**config.mk**
```make
export PLATFORM = sky130hd
export DESIGN_NAME = pcf_front
export DESIGN_NICKNAME = d
export VERILOG_FILES = /design/src/rtl/pcf_pkg.sv /design/src/rtl/pcf_front.sv
export SDC_FILE = /design/constraint.sdc
export NUM_CORES = 2
export LEC_CHECK = 0
export BUFFER_PORTS_ARGS = -buffer_cell sky130_fd_sc_hd__buf_2
export CAP_MARGIN = 20
export CORE_UTILIZATION = 35
export DETAILED_ROUTE_END_ITERATION = 10
export HOLD_SLACK_MARGIN = 0.15
export MAX_ROUTING_LAYER = met4
export PLACE_DENSITY = 0.54
export SYNTH_ARGS = -nofsm -noshare
export SYNTH_HDL_FRONTEND = slang
export SYNTH_SLANG_ARGS = --single-unit
```
**constraint.sdc**
```tcl
create_clock -name clk_i -period 13.7 [get_ports clk_i]
set_input_delay 0.685 -clock clk_i [delete_from_list [all_inputs] [get_ports clk_i]]
set_output_delay 0.685 -clock clk_i [all_outputs]
set_load 0.005 [all_outputs]
```
**src/rtl/pcf_pkg.sv**
```systemverilog
// Shared types, register codes and reset values for the point cloud transform filter.
package pcf_pkg;

  localparam int COORD_BITS_DEF     = 18;
  localparam int QUAT_FRAC_BITS_DEF = 14;
  localparam int QUEUE_DEPTH        = 2;
  localparam int CFG_IDX_W          = 3;
  localparam int CFG_DATA_W         = 64;
  localparam int RANGE_SQ_W         = 36;

  typedef enum logic [CFG_IDX_W-1:0] {
    CFG_ROTATION_QUAT = 3'd0,
    CFG_SHIFT_X       = 3'd1,
    CFG_SHIFT_Y       = 3'd2,
    CFG_HEIGHT_OFFSET = 3'd3,
    CFG_MIN_HEIGHT    = 3'd4,
    CFG_MAX_HEIGHT    = 3'd5,
    CFG_MIN_RANGE_SQ  = 3'd6
  } cfg_idx_e;

  localparam logic [63:0]           RST_ROTATION_QUAT = 64'h4000_0000_0000_0000;
  localparam logic signed [17:0]    RST_MIN_HEIGHT    = 18'sd100;
  localparam logic signed [17:0]    RST_MAX_HEIGHT    = 18'sd2000;
  localparam logic [RANGE_SQ_W-1:0] RST_MIN_RANGE_SQ  = 36'd250000;

  localparam logic signed [23:0] OUT_MAX = 24'sh7FFFFF;
  localparam logic signed [23:0] OUT_MIN = -24'sh800000;

  typedef struct packed {
    logic [63:0]        rotation_quat;
    logic signed [23:0] shift_x;
    logic signed [23:0] shift_y;
    logic signed [23:0] height_offset;
    logic signed [17:0] min_height;
    logic signed [17:0] max_height;
  } xform_cfg_t;

endpackage

```
**src/rtl/pcf_front.sv**
```systemverilog
// Front end: request capture, non-finite drop and minimum range test.
module pcf_front #(
  parameter int CoordBits = 18
) (
  input  logic                                  clk_i,
  input  logic                                  rst_ni,
  input  logic                                  accept_i,
  input  logic                                  not_finite_i,
  input  logic signed [CoordBits-1:0]           point_x_i,
  input  logic signed [CoordBits-1:0]           point_y_i,
  input  logic signed [CoordBits-1:0]           point_z_i,
  input  logic [pcf_pkg::RANGE_SQ_W-1:0]        min_range_sq_i,
  output logic                                  push_o,
  output logic [3*CoordBits-1:0]                push_data_o
);
  import pcf_pkg::*;

  localparam int SqW     = 2 * CoordBits;
  localparam int R2Full  = SqW + 2;
  localparam int R2W     = (R2Full > 64) ? 64 : R2Full;
  localparam int CmpW    = (R2W > RANGE_SQ_W) ? R2W : RANGE_SQ_W;

  logic                        v0_q, v1_q;
  logic signed [CoordBits-1:0] x0_q, y0_q, z0_q, x1_q, y1_q, z1_q;
  logic [SqW-1:0]              sx_q, sy_q, sz_q;
  logic [SqW-1:0]              sx_d, sy_d, sz_d;
  logic [R2Full-1:0]           r2_full;
  logic [CmpW-1:0]             r2;

  always_ff @(posedge clk_i or negedge rst_ni) begin
    if (!rst_ni) begin
      v0_q <= 1'b0;
      v1_q <= 1'b0;
    end else begin
      v0_q <= accept_i && !not_finite_i;
      v1_q <= v0_q;
    end
  end

  always_ff @(posedge clk_i) begin
    x0_q <= point_x_i;
    y0_q <= point_y_i;
    z0_q <= point_z_i;
    x1_q <= x0_q;
    y1_q <= y0_q;
    z1_q <= z0_q;
    sx_q <= sx_d;
    sy_q <= sy_d;
    sz_q <= sz_d;
  end

  always_comb begin
    sx_d = SqW'(SqW'(x0_q) * SqW'(x0_q));
    sy_d = SqW'(SqW'(y0_q) * SqW'(y0_q));
    sz_d = SqW'(SqW'(z0_q) * SqW'(z0_q));
  end

  assign r2_full = R2Full'(sx_q) + R2Full'(sy_q) + R2Full'(sz_q);
  assign r2      = CmpW'(r2_full[R2W-1:0]);

  assign push_o      = v1_q && (r2 >= CmpW'(min_range_sq_i));
  assign push_data_o = {x1_q, y1_q, z1_q};

endmodule

```
==> metrics.md <==
| Metric | Value |
|---|---|
| Synth warn | 0 |
| Post-DRT Antenna Nets | 0 |
| Worst path required time | 13.02 ns |
| # rows | between 100 and 150 |
| Levels on crit path | 20 |
| Diodes inserted | 0 |
| Relative slew slack | 0.2362 |
| Global route overflow | 0 |
| H-tree Lvls | 1 |
| Final hold viol count | 0 |
| Hold_ws | 0.1969 ns |
| CTS max path bufs | 3 |
| Critical Path Max Stage Delay | approximately 0.54 ns |
| Drt first pass iters | 8 |
| Final Util | 0.3901 |
| Clock Skews | approximately 0.031 ns |
| Post-CTS setup buffer count | 0 |
| CP Cell Sequence | fa_1, ha_1, o21ai_0, o21ai_0, nand4_1, a31o_2, a21oi_1, o21ai_0, a21oi_1, xor2_1, ha_1, nand4_1, nor2_1, o2111ai_1, a21oi_1, o21ai_0, a21oi_1, nor4_1, a31oi_1, buf_2 |
| Mapped cell area | roughly 0.041 mm2 |
| Die Width | around 340 um |
| Worst path top cell family by delay | compound AO/OA/AOI/OAI gates |
| Tcrit/Tclk final | 0.5416 |
| CP startpoint kind | flip-flop |
| Routed Wire Length | 91.72 mm |
| Worst EP arrival | just under 7 ns |
| Number of I/O port buffers | about 150 |
| CP Launch Point | sz_q[4] |
| Failing checks | design-rule violations |
| All-Layer GR Usage | 0.1704 |
| Sequential area share after synthesis | 0.1048 |
| Die H | about 340 um |
| HP Class | input port to flip-flop |
| Achievable frequency | roughly 0.13 GHz |
| WL per Instance | approximately 15 um |
| Die Area | 0.1173 mm2 |
| Flop2flop setup slack | between 6 and 7 ns |
| Cell count after synthesis | around 4,300 |
| Worst-Margin Slew | about 1.1 ns |
| Crit-path slowest cell | a31oi_1 |
| Core ar. | about 0.11 mm2 |
| Clk slew on worst S/H paths | ~0.06 ns |
| Crit path capture | push_o |
| Largest net degree at the start of global routing | 26 |
| Synth unique cells | 76 |
| Post-route minimum period | between 7 and 8 ns |
| Slew Viols, Final | 0 |
| Vias in the first global route | between 20,000 and 30,000 |
| Final setup fails | 0 |
| Unrepaired setup endpoints after global routing | no |
| Starting Density | 0.3540 |
| Gpl congestion | about 0.88 |
| Setup TNS Final | 0 ns |
| Initial DRC Count | about 1,300 |
| DR vias/cell | 4.565 |
| CP Class | flip-flop to output pin |
| Share of layout cells above drive strength 1 | 0.05923 |
| Worst reg2reg path startpoint | y0_q[17] |
| Kind of end point of the critical path | output pin |
| Area grow syn2layout | 10.17% |
| Initial antenna violation count | 1 |
| Max cap viols | 0 |
| Synth async-reset ratio | 0.009434 |
| EDFF count, synth | 0 |
| CTS Root Cell | clkbuf_16 |
| Total number of vias | approximately 27,000 |
| DR DRC count | 6 |
| Synth Register Bits | roughly 210 |
| First-pass GRT wire length | ~150 mm |
| Boundary Pins | 149 |
| Outcome | finished with violations |
| Detail Placement HPWL | between 70 and 80 mm |
| Reg2reg path depth | 23 |
| Total CTS buffers | 30 |
| Reg2reg end | sy_q[35] |
| Crit-path max FO | 4 |
| CTS tree | yes |
| Syn Area/Cell | between 9 and 10 um2 |
| Clk Latency, worst-skew pair | a little over 0.6 ns |
| Main synth FF type | dfxtp_1 |
| Layout Nets | roughly 5,900 |
| CTS sink cnt | roughly 210 |
| CP Buf/Inv Count | 1 |
-- layout by cell type (no fill, tap or decap), types with 21 or more instances in the layout --
cell,netlist,routed
nor2_1,134,134
buf_4,3,36
a31oi_1,24,24
a21o_1,45,45
and2_1,127,127
o21ai_0,76,76
dlygate4sd3_1,0,53
buf_2,0,148
nand3_1,25,25
dfxtp_1,210,210
nand2_1,381,381
xnor2_1,122,122
and3_1,21,21
nor2b_1,22,22
ha_1,395,395
clkbuf_16,0,31
fa_1,914,914
inv_1,1281,1281
a21oi_1,116,116
xor2_1,46,46
-- cells by family (layout without fill, tap and decap cells) --
| logic type | after synthesis | after routing | synth area share |
|---|---|---|---|
| compound gates | 405 | 405 | 0.06556 |
| xor+xnor | 168 | 168 | 0.03625 |
| fa+ha+maj | 1309 | 1309 | 0.5725 |
| buf+inv | 1382 | 1574 | 0.1281 |
| flops | 212 | 212 | 0.1048 |
| mux | 8 | 8 | 0.002004 |
| other cells | 1 | 2 | 0.00009238 |
| simple gates | 796 | 796 | 0.09071 |
-- repair_timing --
item / 4_1_cts / 5_1_grt
hold buffers: 53 / 0
endpoints found under the hold margin: 54 / 0
gates resized for setup: 0 / 0
-- worst min path at each step --
stage | startpoint | end | slack (ns) | cells past startpoint
floorplan | x0_q[1] | x1_q[1] | 0.33 | 0
global placement | z0_q[6] | z1_q[6] | 0.34 | 0
detailed placement | z0_q[6] | z1_q[6] | 0.34 | 0
CTS | point_x_i[0] | x0_q[0] | 0.15 | 1
global route | point_x_i[17] | x0_q[17] | 0.16 | 1
finish | point_x_i[17] | x0_q[17] | 0.20 | 1
-- worst register-to-register path, delay by kind of cell, from the launching register on --
family | cells | cell delay, ns
compound gates | 4 | 1.24
fa+ha+maj | 7 | 3.49
buf+inv | 8 | 1.32
flops | 1 | 0.29
simple gates | 4 | 0.80
-- sequential cells by signal, indices dropped and copies added, names as in the netlist --
signal,flops
sx_q,35
sy_q,35
sz_q,35
v0_q,1
v1_q,1
x0_q,18
x1_q,17
y0_q,18
y1_q,17
z0_q,18
z1_q,17
-- layer usage --
layer / share of wire / vias up / global-route usage
li1: - / 13000 / -
met1: 0.46 / 13790 / 0.2279
met2: 0.48 / 458 / 0.2784
met3: 0.044 / 85 / 0.01878
met4: 0.020 / 0 / 0.03571
met5: 0 / - / -
-- cell type report --
type,count,area (um2)
well taps,1512,1892
clock buffers,40,859.6
inverters,1281,4808
fillers,11490,69930
multi-input cells,2688,31140
clock inverters,16,224.0
flip-flops and latches,212,4254
repair buffers,237,1541
-- stage by stage --
step | setup WS [ns] | std cells | area [um2]
finish | 6.280 | 5986 | 44720
global route | 5.850 | 5986 | 44720
CTS | 6.373 | 5986 | 44720
detailed placement | 6.557 | 5877 | 43110
global placement | 6.649 | 5877 | 43110
floorplan | 7.423 | 4282 | 40600
-- cells in the mapped netlist (5+ instances only) --
master / number / area share
nor4_1: 7 / 0.0011
nand3_1: 25 / 0.0031
o21ai_0: 76 / 0.0094
xnor2_1: 122 / 0.026
a21oi_1: 116 / 0.014
o2111ai_1: 5 / 0.0011
nor2b_1: 22 / 0.0034
a41o_1: 7 / 0.0017
and3_1: 21 / 0.0032
xor2_1: 46 / 0.0099
a211o_1: 5 / 0.0011
nand2_1: 381 / 0.035
a21o_1: 45 / 0.0083
nand2b_1: 20 / 0.0031
o31ai_1: 9 / 0.0017
o21a_1: 18 / 0.0033
ha_1: 395 / 0.12
nand4_1: 11 / 0.0017
a31o_2: 10 / 0.0022
inv_1: 1281 / 0.12
nor2_1: 134 / 0.012
clkbuf_1: 96 / 0.0089
a31oi_1: 24 / 0.0037
dfxtp_1: 210 / 0.10
a211oi_1: 17 / 0.0031
mux2i_1: 7 / 0.0017
fa_1: 914 / 0.45
or2_2: 6 / 0.00092
o21bai_1: 12 / 0.0022
o211ai_1: 10 / 0.0018
a21boi_0: 8 / 0.0015
nor3_1: 16 / 0.0020
and2_1: 127 / 0.020
Power is not shown: default switching activity piles up to over one toggle a cycle in this logic, so the estimate is an artifact.
