--- config.mk ---
export PLATFORM = sky130hd
export DESIGN_NAME = pcf_queue
export DESIGN_NICKNAME = d
export VERILOG_FILES = /design/src/rtl/pcf_pkg.sv /design/src/rtl/pcf_queue.sv
export SDC_FILE = /design/constraint.sdc
export NUM_CORES = 1
export LEC_CHECK = 0
export ABC_AREA = 1
export BUFFER_PORTS_ARGS = -buffer_cell sky130_fd_sc_hd__buf_2
export CORE_ASPECT_RATIO = 1.2
export CORE_MARGIN = 2
export CORE_UTILIZATION = 54
export CTS_BUF_LIST = sky130_fd_sc_hd__clkbuf_4
export CTS_CLUSTER_DIAMETER = 150
export DETAILED_ROUTE_END_ITERATION = 6
export GPL_ROUTABILITY_DRIVEN = 0
export GPL_TIMING_DRIVEN = 0
export PLACE_DENSITY = 0.92
export RECOVER_POWER = 50
export REMOVE_ABC_BUFFERS = 1
export SLEW_MARGIN = 20
export SYNTH_ARGS = -nofsm -noshare
export SYNTH_HDL_FRONTEND = slang
export SYNTH_SLANG_ARGS = --single-unit
--- constraint.sdc ---
create_clock -name clk_i -period 3.65 [get_ports clk_i]
set_clock_uncertainty 0.05 [all_clocks]
set_input_delay 0 -clock clk_i [delete_from_list [all_inputs] [get_ports clk_i]]
set_output_delay 0 -clock clk_i [all_outputs]
set_load 0.005 [all_outputs]
--- src/rtl/pcf_pkg.sv ---
// Shared types, register codes and reset values for the point cloud transform filter.
package pcf_pkg;

  localparam int COORD_BITS_DEF     = 18;
  localparam int QUAT_FRAC_BITS_DEF = 14;
  localparam int QUEUE_DEPTH        = 2;
  localparam int CFG_IDX_W          = 3;
  localparam int CFG_DATA_W         = 64;
  localparam int RANGE_SQ_W         = 36;

  typedef enum logic [CFG_IDX_W-1:0] {
    CFG_ROTATION_QUAT = 3'd0,
    CFG_SHIFT_X       = 3'd1,
    CFG_SHIFT_Y       = 3'd2,
    CFG_HEIGHT_OFFSET = 3'd3,
    CFG_MIN_HEIGHT    = 3'd4,
    CFG_MAX_HEIGHT    = 3'd5,
    CFG_MIN_RANGE_SQ  = 3'd6
  } cfg_idx_e;

  localparam logic [63:0]           RST_ROTATION_QUAT = 64'h4000_0000_0000_0000;
  localparam logic signed [17:0]    RST_MIN_HEIGHT    = 18'sd100;
  localparam logic signed [17:0]    RST_MAX_HEIGHT    = 18'sd2000;
  localparam logic [RANGE_SQ_W-1:0] RST_MIN_RANGE_SQ  = 36'd250000;

  localparam logic signed [23:0] OUT_MAX = 24'sh7FFFFF;
  localparam logic signed [23:0] OUT_MIN = -24'sh800000;

  typedef struct packed {
    logic [63:0]        rotation_quat;
    logic signed [23:0] shift_x;
    logic signed [23:0] shift_y;
    logic signed [23:0] height_offset;
    logic signed [17:0] min_height;
    logic signed [17:0] max_height;
  } xform_cfg_t;

endpackage

--- src/rtl/pcf_queue.sv ---
// Short request queue between the front end and the transform back end.
module pcf_queue #(
  parameter int Width = 54
) (
  input  logic             clk_i,
  input  logic             rst_ni,
  input  logic             push_i,
  input  logic [Width-1:0] push_data_i,
  input  logic             pop_i,
  output logic             valid_o,
  output logic [Width-1:0] data_o,
  output logic             full_o
);
  import pcf_pkg::*;

  localparam int PtrW = (QUEUE_DEPTH > 1) ? $clog2(QUEUE_DEPTH) : 1;
  localparam int CntW = $clog2(QUEUE_DEPTH + 1);

  logic [Width-1:0] mem_q [QUEUE_DEPTH];
  logic [PtrW-1:0]  wr_q, wr_d, rd_q, rd_d;
  logic [CntW-1:0]  cnt_q, cnt_d;
  logic             do_push, do_pop;

  assign do_pop  = pop_i && (cnt_q != '0);
  assign do_push = push_i && (cnt_q != CntW'(QUEUE_DEPTH));

  always_comb begin
    wr_d  = wr_q;
    rd_d  = rd_q;
    cnt_d = cnt_q;
    if (do_push) begin
      wr_d = (wr_q == PtrW'(QUEUE_DEPTH - 1)) ? '0 : wr_q + PtrW'(1);
    end
    if (do_pop) begin
      rd_d = (rd_q == PtrW'(QUEUE_DEPTH - 1)) ? '0 : rd_q + PtrW'(1);
    end
    if (do_push && !do_pop) begin
      cnt_d = cnt_q + CntW'(1);
    end else if (do_pop && !do_push) begin
      cnt_d = cnt_q - CntW'(1);
    end
  end

  always_ff @(posedge clk_i or negedge rst_ni) begin
    if (!rst_ni) begin
      wr_q  <= '0;
      rd_q  <= '0;
      cnt_q <= '0;
    end else begin
      wr_q  <= wr_d;
      rd_q  <= rd_d;
      cnt_q <= cnt_d;
    end
  end

  always_ff @(posedge clk_i) begin
    if (do_push) begin
      mem_q[wr_q] <= push_data_i;
    end
  end

  assign valid_o = (cnt_q != '0);
  assign data_o  = mem_q[rd_q];
  assign full_o  = (cnt_q == CntW'(QUEUE_DEPTH));

endmodule

==> impl_metrics.py, run 1 <==
metrics = {
    "critical_path": {
        "cp-startpoint": "cnt_q[1]",
        "crit_path_start_kind": "register",
        "crit-reg2reg-launch": "cnt_q[1]",
        "r2r_slack_ns": 1.18,
        "critical_path.endpoint_type": "register",
        "reg2reg_to": "mem_q[1][12]",
        "cp-endpoint": "mem_q[1][12]",
        "crit_fanout": 28,
        "worstPathArrival_ns": 2.44,
        "r2r_cells": 4,
        "critPathKind": "reg2reg",
        "critPathRequiredTime_ns": 3.62,
    },
    "drt": {
        "ant_nets": 0,
        "drt_first_iter_violations": 162,
        "num_vias": 2891,
        "firstDrtPassIters": 4,
        "route.detailed.drc": 0,
        "vias_per_cell": 4.950,
        "drt-total-wl_um": 8389,
        "wl_per_cell_um": 14.36,
    },
    "timing": {
        "rsz0062_at_grt": "no",
        "fin_crit_sh_pct": 67.73,
        "whs_ns": 0.2414,
        "period_minus_slack_ns": 2.472,
        "fin_ws_ns": 1.178,
        "final-setup-viol-count": 0,
        "finalHoldViolCount": 0,
        "fmax_mhz": 404.5,
        "slew-limit-headroom_pct": -6.670,
        "drv_slew": 29,
        "worst_pin_slew_ns": 1.600,
        "finalSetupTns_ns": 0,
    },
    "run_status": {
        "status": "complete, but fails checks",
        "violations": "max-capacitance violations, max-slew violations",
    },
    "job": {
        "maxCapViolCount": 1,
    },
    "yosys": {
        "yosys_warnings": 0,
        "synth_top_area_share_pct": 77.49,
        "syn-instance-count": 313,
        "yosysMostFrequentCell": "nand2_1",
        "synth_area_per_cell_um2": 13.37,
        "synth_cell_types": 16,
        "synth_async_sr_flop_share_pct": 3.571,
        "ys_ff_latch": 112,
        "synth_area_mm2": 0.004185,
        "yosys_most_used_dff": "edfxtp_1",
        "ys_seq_area_share_pct": 79.88,
        "synth.area.top_cells": "edfxtp_1 77%, nand2_1 15%, dfrtp_1 2.4%, clkbuf_8 1.6%, inv_1 0.63%",
        "synth_area_leader_cell": "edfxtp_1",
        "synthTopCellsByCount": "172 x nand2_1, 108 x edfxtp_1, 7 x inv_1",
        "synth_edf_count": 108,
    },
    "floorplan": {
        "core_area_mm2": 0.007620,
        "start_util_pct": 54.93,
        "pin_count": 114,
        "die_h_um": 100.4,
        "rows": 35,
        "die_area_mm2": 0.008474,
        "die_w_um": 84.37,
    },
    "clock_tree": {
        "cts_sinks": 112,
        "ctsLongestPathBuffers": 2,
        "cts_buffers": 9,
        "path_clk_slew_ns": 0.16,
        "insertion_delay_ns": 0.41,
        "tritoncts": "done",
        "root_buffer": "clkbuf_4",
        "h-tree-depth": 3,
        "cts_resized": 0,
    },
    "pwr": {
        "total_power_w": 0.003737,
        "power.density_mw_per_mm2": 679.1,
        "power_leakage_nw": 2.320,
        "vdd_ir_drop_max_mv": 0.5715,
    },
    "hold_path": {
        "min_from": "push_data_i[18]",
        "hold_class": "in2reg",
    },
    "layout": {
        "syn_to_final_growth_pct": 31.48,
        "drive_gt1_share_pct": 19.11,
        "diodes": 0,
        "nets": 547,
        "regArea_mm2": 0.003344,
        "fillers": 540,
        "multiInputGateArea_um2": 703.2,
    },
    "global_route": {
        "grt_max_degree": 56,
        "grt_usage_pct": 20.89,
        "met2_usage_pct": 37.24,
        "busiest_layer": "met2",
        "grt_pass1_vias": 2977,
        "met3_usage_pct": 5.428,
        "antenna_found_initial": 0,
        "overflow": 0,
        "use_met1_pct": 24.31,
        "grt_pass1_wl_um": 13630,
    },
    "placement": {
        "dp_slack_ns": 1.746,
        "port_buffers": 113,
        "hpwl_um": 4936,
    },
}
area by class of cell:
cell class              count  share of cell area [%]
flip-flops and latches    112                   60.78
repair buffers            175                   20.96
multi-input cells         182                   12.78
well taps                  92                   2.092
clock inverters             5                   1.478
clock buffers              10                   1.364
inverters                   8                  0.5457
power breakdown:
part / total (W) / switching (W) / internal (W)
clock network: 0.000647 / 0.000362 / 0.000285
logic: 0.00121 / 0.000733 / 0.000479
registers: 0.00188 / 0.000122 / 0.00176
total: 0.00374 / 0.00122 / 0.00252
stage by stage:
step                      util, %  area, um^2  instances
after floorplan                 -        4084        302
after global placement      62.53        4765        507
after detailed placement    63.79        4861        511
after CTS                   73.46        5598        584
after global routing        72.22        5503        584
final                       72.22        5503        584
layer usage:
metal	wire [um]	share of wire, %
met5	0	0
met4	148	1.8
met3	451	5.4
met2	4454	53
met1	3336	40
cells by family after synthesis:
family                   Yosys count  share of synthesized area, %
AND/OR/NAND/NOR                  179                         16.35
XOR/XNOR                           1                        0.2093
buffers and inverters             19                         3.139
adder cells (fa/ha/maj)            1                        0.2989
AO/OA/AOI/OAI                      1                        0.1195
flip-flops                       112                         79.88
worst max-delay path, stage by stage (launching register included):
cell and delay (ns):
dfrtp_1 0.40, inv_1 0.11, o21ai_0 0.11, nor2_1 0.20, clkbuf_1 1.19
flip-flops by register name, indices dropped and copies added (netlist names):
name	count
cnt_q	2
mem_q	108
wr_q	1
rd_q	1
placed cells by master, fill, tap and decap left out, drive strengths merged:
| cell type | instances |
|---|---|
| o21ai | 1 |
| inv | 9 |
| nand4 | 1 |
| nand2 | 173 |
| buf | 77 |
| clkbuf | 50 |
| nand3 | 2 |
| dfrtp | 4 |
| xnor2 | 1 |
| ha | 1 |
| dlygate4sd3 | 58 |
| clkinv | 2 |
| nor2 | 3 |
| edfxtp | 108 |
| bufinv | 2 |
worst min path at each step:
stage | endpoint | slack [ns] | depth (start not counted)
after CTS | mem_q[1][41] | 0.19 | 2
after global placement | cnt_q[0] | -0.24 | 1
after detailed placement | cnt_q[0] | -0.24 | 1
after floorplan | cnt_q[0] | -0.35 | 0
after global routing | mem_q[1][17] | 0.18 | 2
final | mem_q[1][18] | 0.24 | 2
repair_timing:
action,in CTS,in global routing
endpoints found under the hold margin,115,0
setup buffers,0,0
hold buffers,58,0
No activity file was read; power rests on OpenSTA's default activity.
==> inputs of run 2 (changes only) <==
clock period = 2.5 ns   (was 3.65 ns; I/O delays follow)
==> run 2 against run 1 <==
Net effect:
- the flow now finishes without violations
- cell count is the same
- global-route usage unchanged
- register-to-register slack lost 0.75 ns
- non-clock buffer count unchanged
- critical path depth rose by 2
- combinational power up 45%
- maximum frequency grew 19%
- cell area about the same
- sequential power rose by 46%
- highest routed layer unchanged
==> impl_metrics.py, run 2 (same netlist as run 1, synthesis figures left out) <==
metrics = {
    "critical_path": {
        "slowest_stage": "inv_2",
        "critPathRequiredTime_ns": 2.58,
        "crit_path_start_kind": "register",
        "cp_top_family": "buffers and inverters",
        "critPathBufInv": 3,
        "max_stage_delay_ns": 0.47,
        "path_cells": "inv_1 > nor2_1 > nor2_1 > nand2_1 > inv_2 > buf_12",
        "critPathKind": "reg2reg",
        "cpMostUsedCell": "nor2_1",
        "crit_fanout": 29,
        "critical_path.endpoint_type": "register",
        "worstPathArrival_ns": 2.15,
    },
    "pwr": {
        "combPwrFrac_pct": 32.4,
        "power.density_mw_per_mm2": 990.1,
        "power_leakage_nw": 2.327,
        "vdd_ir_drop_max_mv": 0.7809,
        "p_seq_share_pct": 50.3,
        "intPower_w": 0.003672,
        "clkPwrFrac_pct": 17.4,
        "switchingPower_w": 0.001781,
        "switching_share_pct": 32.67,
    },
    "global_route": {
        "grt_usage_pct": 20.89,
        "antenna_found_initial": 0,
        "use_met1_pct": 24.31,
        "overflow": 0,
        "grt_pass1_vias": 2977,
        "grt_pass1_wl_um": 13630,
        "grt_max_degree": 56,
        "met3_usage_pct": 5.428,
        "busiest_layer": "met2",
        "met2_usage_pct": 37.24,
    },
    "job": {
        "maxCapViolCount": 0,
    },
    "drt": {
        "drt-total-wl_um": 8355,
        "route.detailed.drc": 0,
        "num_vias": 2885,
        "vias_per_cell": 4.940,
        "firstDrtPassIters": 4,
        "drt_first_iter_violations": 139,
        "ant_nets": 0,
        "wl_per_cell_um": 14.31,
    },
    "hold_path": {
        "hold_class": "in2reg",
    },
    "floorplan": {
        "rows": 35,
        "die_w_um": 84.37,
        "start_util_pct": 54.93,
        "core_area_mm2": 0.007620,
        "die_area_mm2": 0.008474,
        "die_h_um": 100.4,
        "pin_count": 114,
    },
    "layout": {
        "nets": 547,
        "top_register": "mem_q",
        "regArea_mm2": 0.003344,
        "largest_reg_flops": 108,
        "fillers": 538,
        "multiInputGateArea_um2": 703.2,
        "syn_to_final_growth_pct": 31.60,
        "final_common_cell": "nand2_1",
        "diodes": 0,
        "final_cell_area_mm2": 0.005508,
        "drive_gt1_share_pct": 19.51,
        "mostFrequentLayoutCells": "173 x nand2_1, 108 x edfxtp_1, 75 x buf_2, 58 x dlygate4sd3_1, 38 x clkbuf_1",
        "top_regs": "mem_q (108), cnt_q (2)",
    },
    "timing": {
        "slew-limit-headroom_pct": 50.62,
        "final-setup-viol-count": 0,
        "fmax_mhz": 482.2,
        "rsz0062_at_grt": "no",
        "finalHoldViolCount": 0,
        "whs_ns": 0.2325,
        "fin_crit_sh_pct": 82.95,
        "drv_slew": 0,
        "worst_pin_slew_ns": 0.7407,
        "period_minus_slack_ns": 2.074,
    },
    "placement": {
        "hpwl_um": 4936,
        "port_buffers": 113,
        "dpl_cell_area_mm2": 0.004861,
    },
    "clock_tree": {
        "h-tree-depth": 3,
        "cts_buffers": 9,
        "path_clk_slew_ns": 0.16,
        "cts_sinks": 112,
        "ctsLongestPathBuffers": 2,
        "root_buffer": "clkbuf_4",
        "tritoncts": "done",
        "insertion_delay_ns": 0.42,
    },
    "run_status": {
        "status": "completed",
    },
}
## run 2: cell counts in the layout (fill, tap and decap cells not counted)
Identical to the previous run, type by type.
## run 2: cell type report
| class | instances | share of cell area (%) |
|---|---|---|
| Multi-Input combinational cell | 182 | 12.77 |
| Inverter | 8 | 0.5906 |
| Clock buffer | 10 | 1.363 |
| Tap cell | 92 | 2.090 |
| Timing Repair Buffer | 175 | 20.99 |
| Sequential cell | 112 | 60.72 |
| Clock inverter | 5 | 1.477 |
## run 2: power by group through the flow
stage	combinational (W)	clock [W]	sequential, W
2_1_floorplan	0.000855	0	0.00279
3_3_place_gp	0.00152	0	0.00286
3_5_place_dp	0.00176	0	0.00278
4_1_cts	0.00183	0.000976	0.00273
5_1_grt	0.00200	0.00104	0.00279
6_report	0.00176	0.000947	0.00274
## run 2: worst register-to-register path, delay by kind of cell, from the launching register on
kind	cells	cell delay (ns)
buffers and inverters	3	0.86
and+or+nand+nor	3	0.46
DFF	1	0.40
## run 2: final timing paths
check	from	to	slack [ns]	cells past startpoint
setup / recovery	cnt_q[1]	mem_q[0][7]	0.43	6
min in group asynchronous	rst_ni	rd_q	0.44	3
hold / removal	push_data_i[18]	mem_q[1][18]	0.23	2
setup reg to reg	cnt_q[1]	mem_q[0][7]	0.43	6
max in group asynchronous	rst_ni	rd_q	1.76	3
hold reg to reg	cnt_q[1]	cnt_q[1]	0.45	2
## run 2: stage by stage
| stage | cells | power, W | utilization [%] | setup TNS [ns] | worst slack, ns |
|---|---|---|---|---|---|
| after detailed placement | 511 | 0.004539 | 63.79 | 0 | 0.5958 |
| final | 584 | 0.005453 | 72.28 | 0 | 0.4262 |
| after floorplan | 302 | 0.003641 | - | -47.15 | -0.8731 |
| after global routing | 584 | 0.005823 | 72.28 | 0 | 0.3121 |
| after CTS | 584 | 0.005543 | 73.46 | 0 | 0.1706 |
| after global placement | 507 | 0.004382 | 62.53 | -145.76 | -1.969 |
## run 2: repair_timing
item | CTS | global route
hold buffers | 58 | 0
resized for setup | 0 | 2
setup endpoints to repair | 0 | 2
buffers inserted | 0 | 0
hold endpoints to repair | 115 | 0
## run 2: metal layers
metal  vias to the layer above  routed length, um
met2                       118               4419
met3                        27                517
met4                         0                229
li1                       1399                  -
met5                         -                  0
met1                      1341               3189
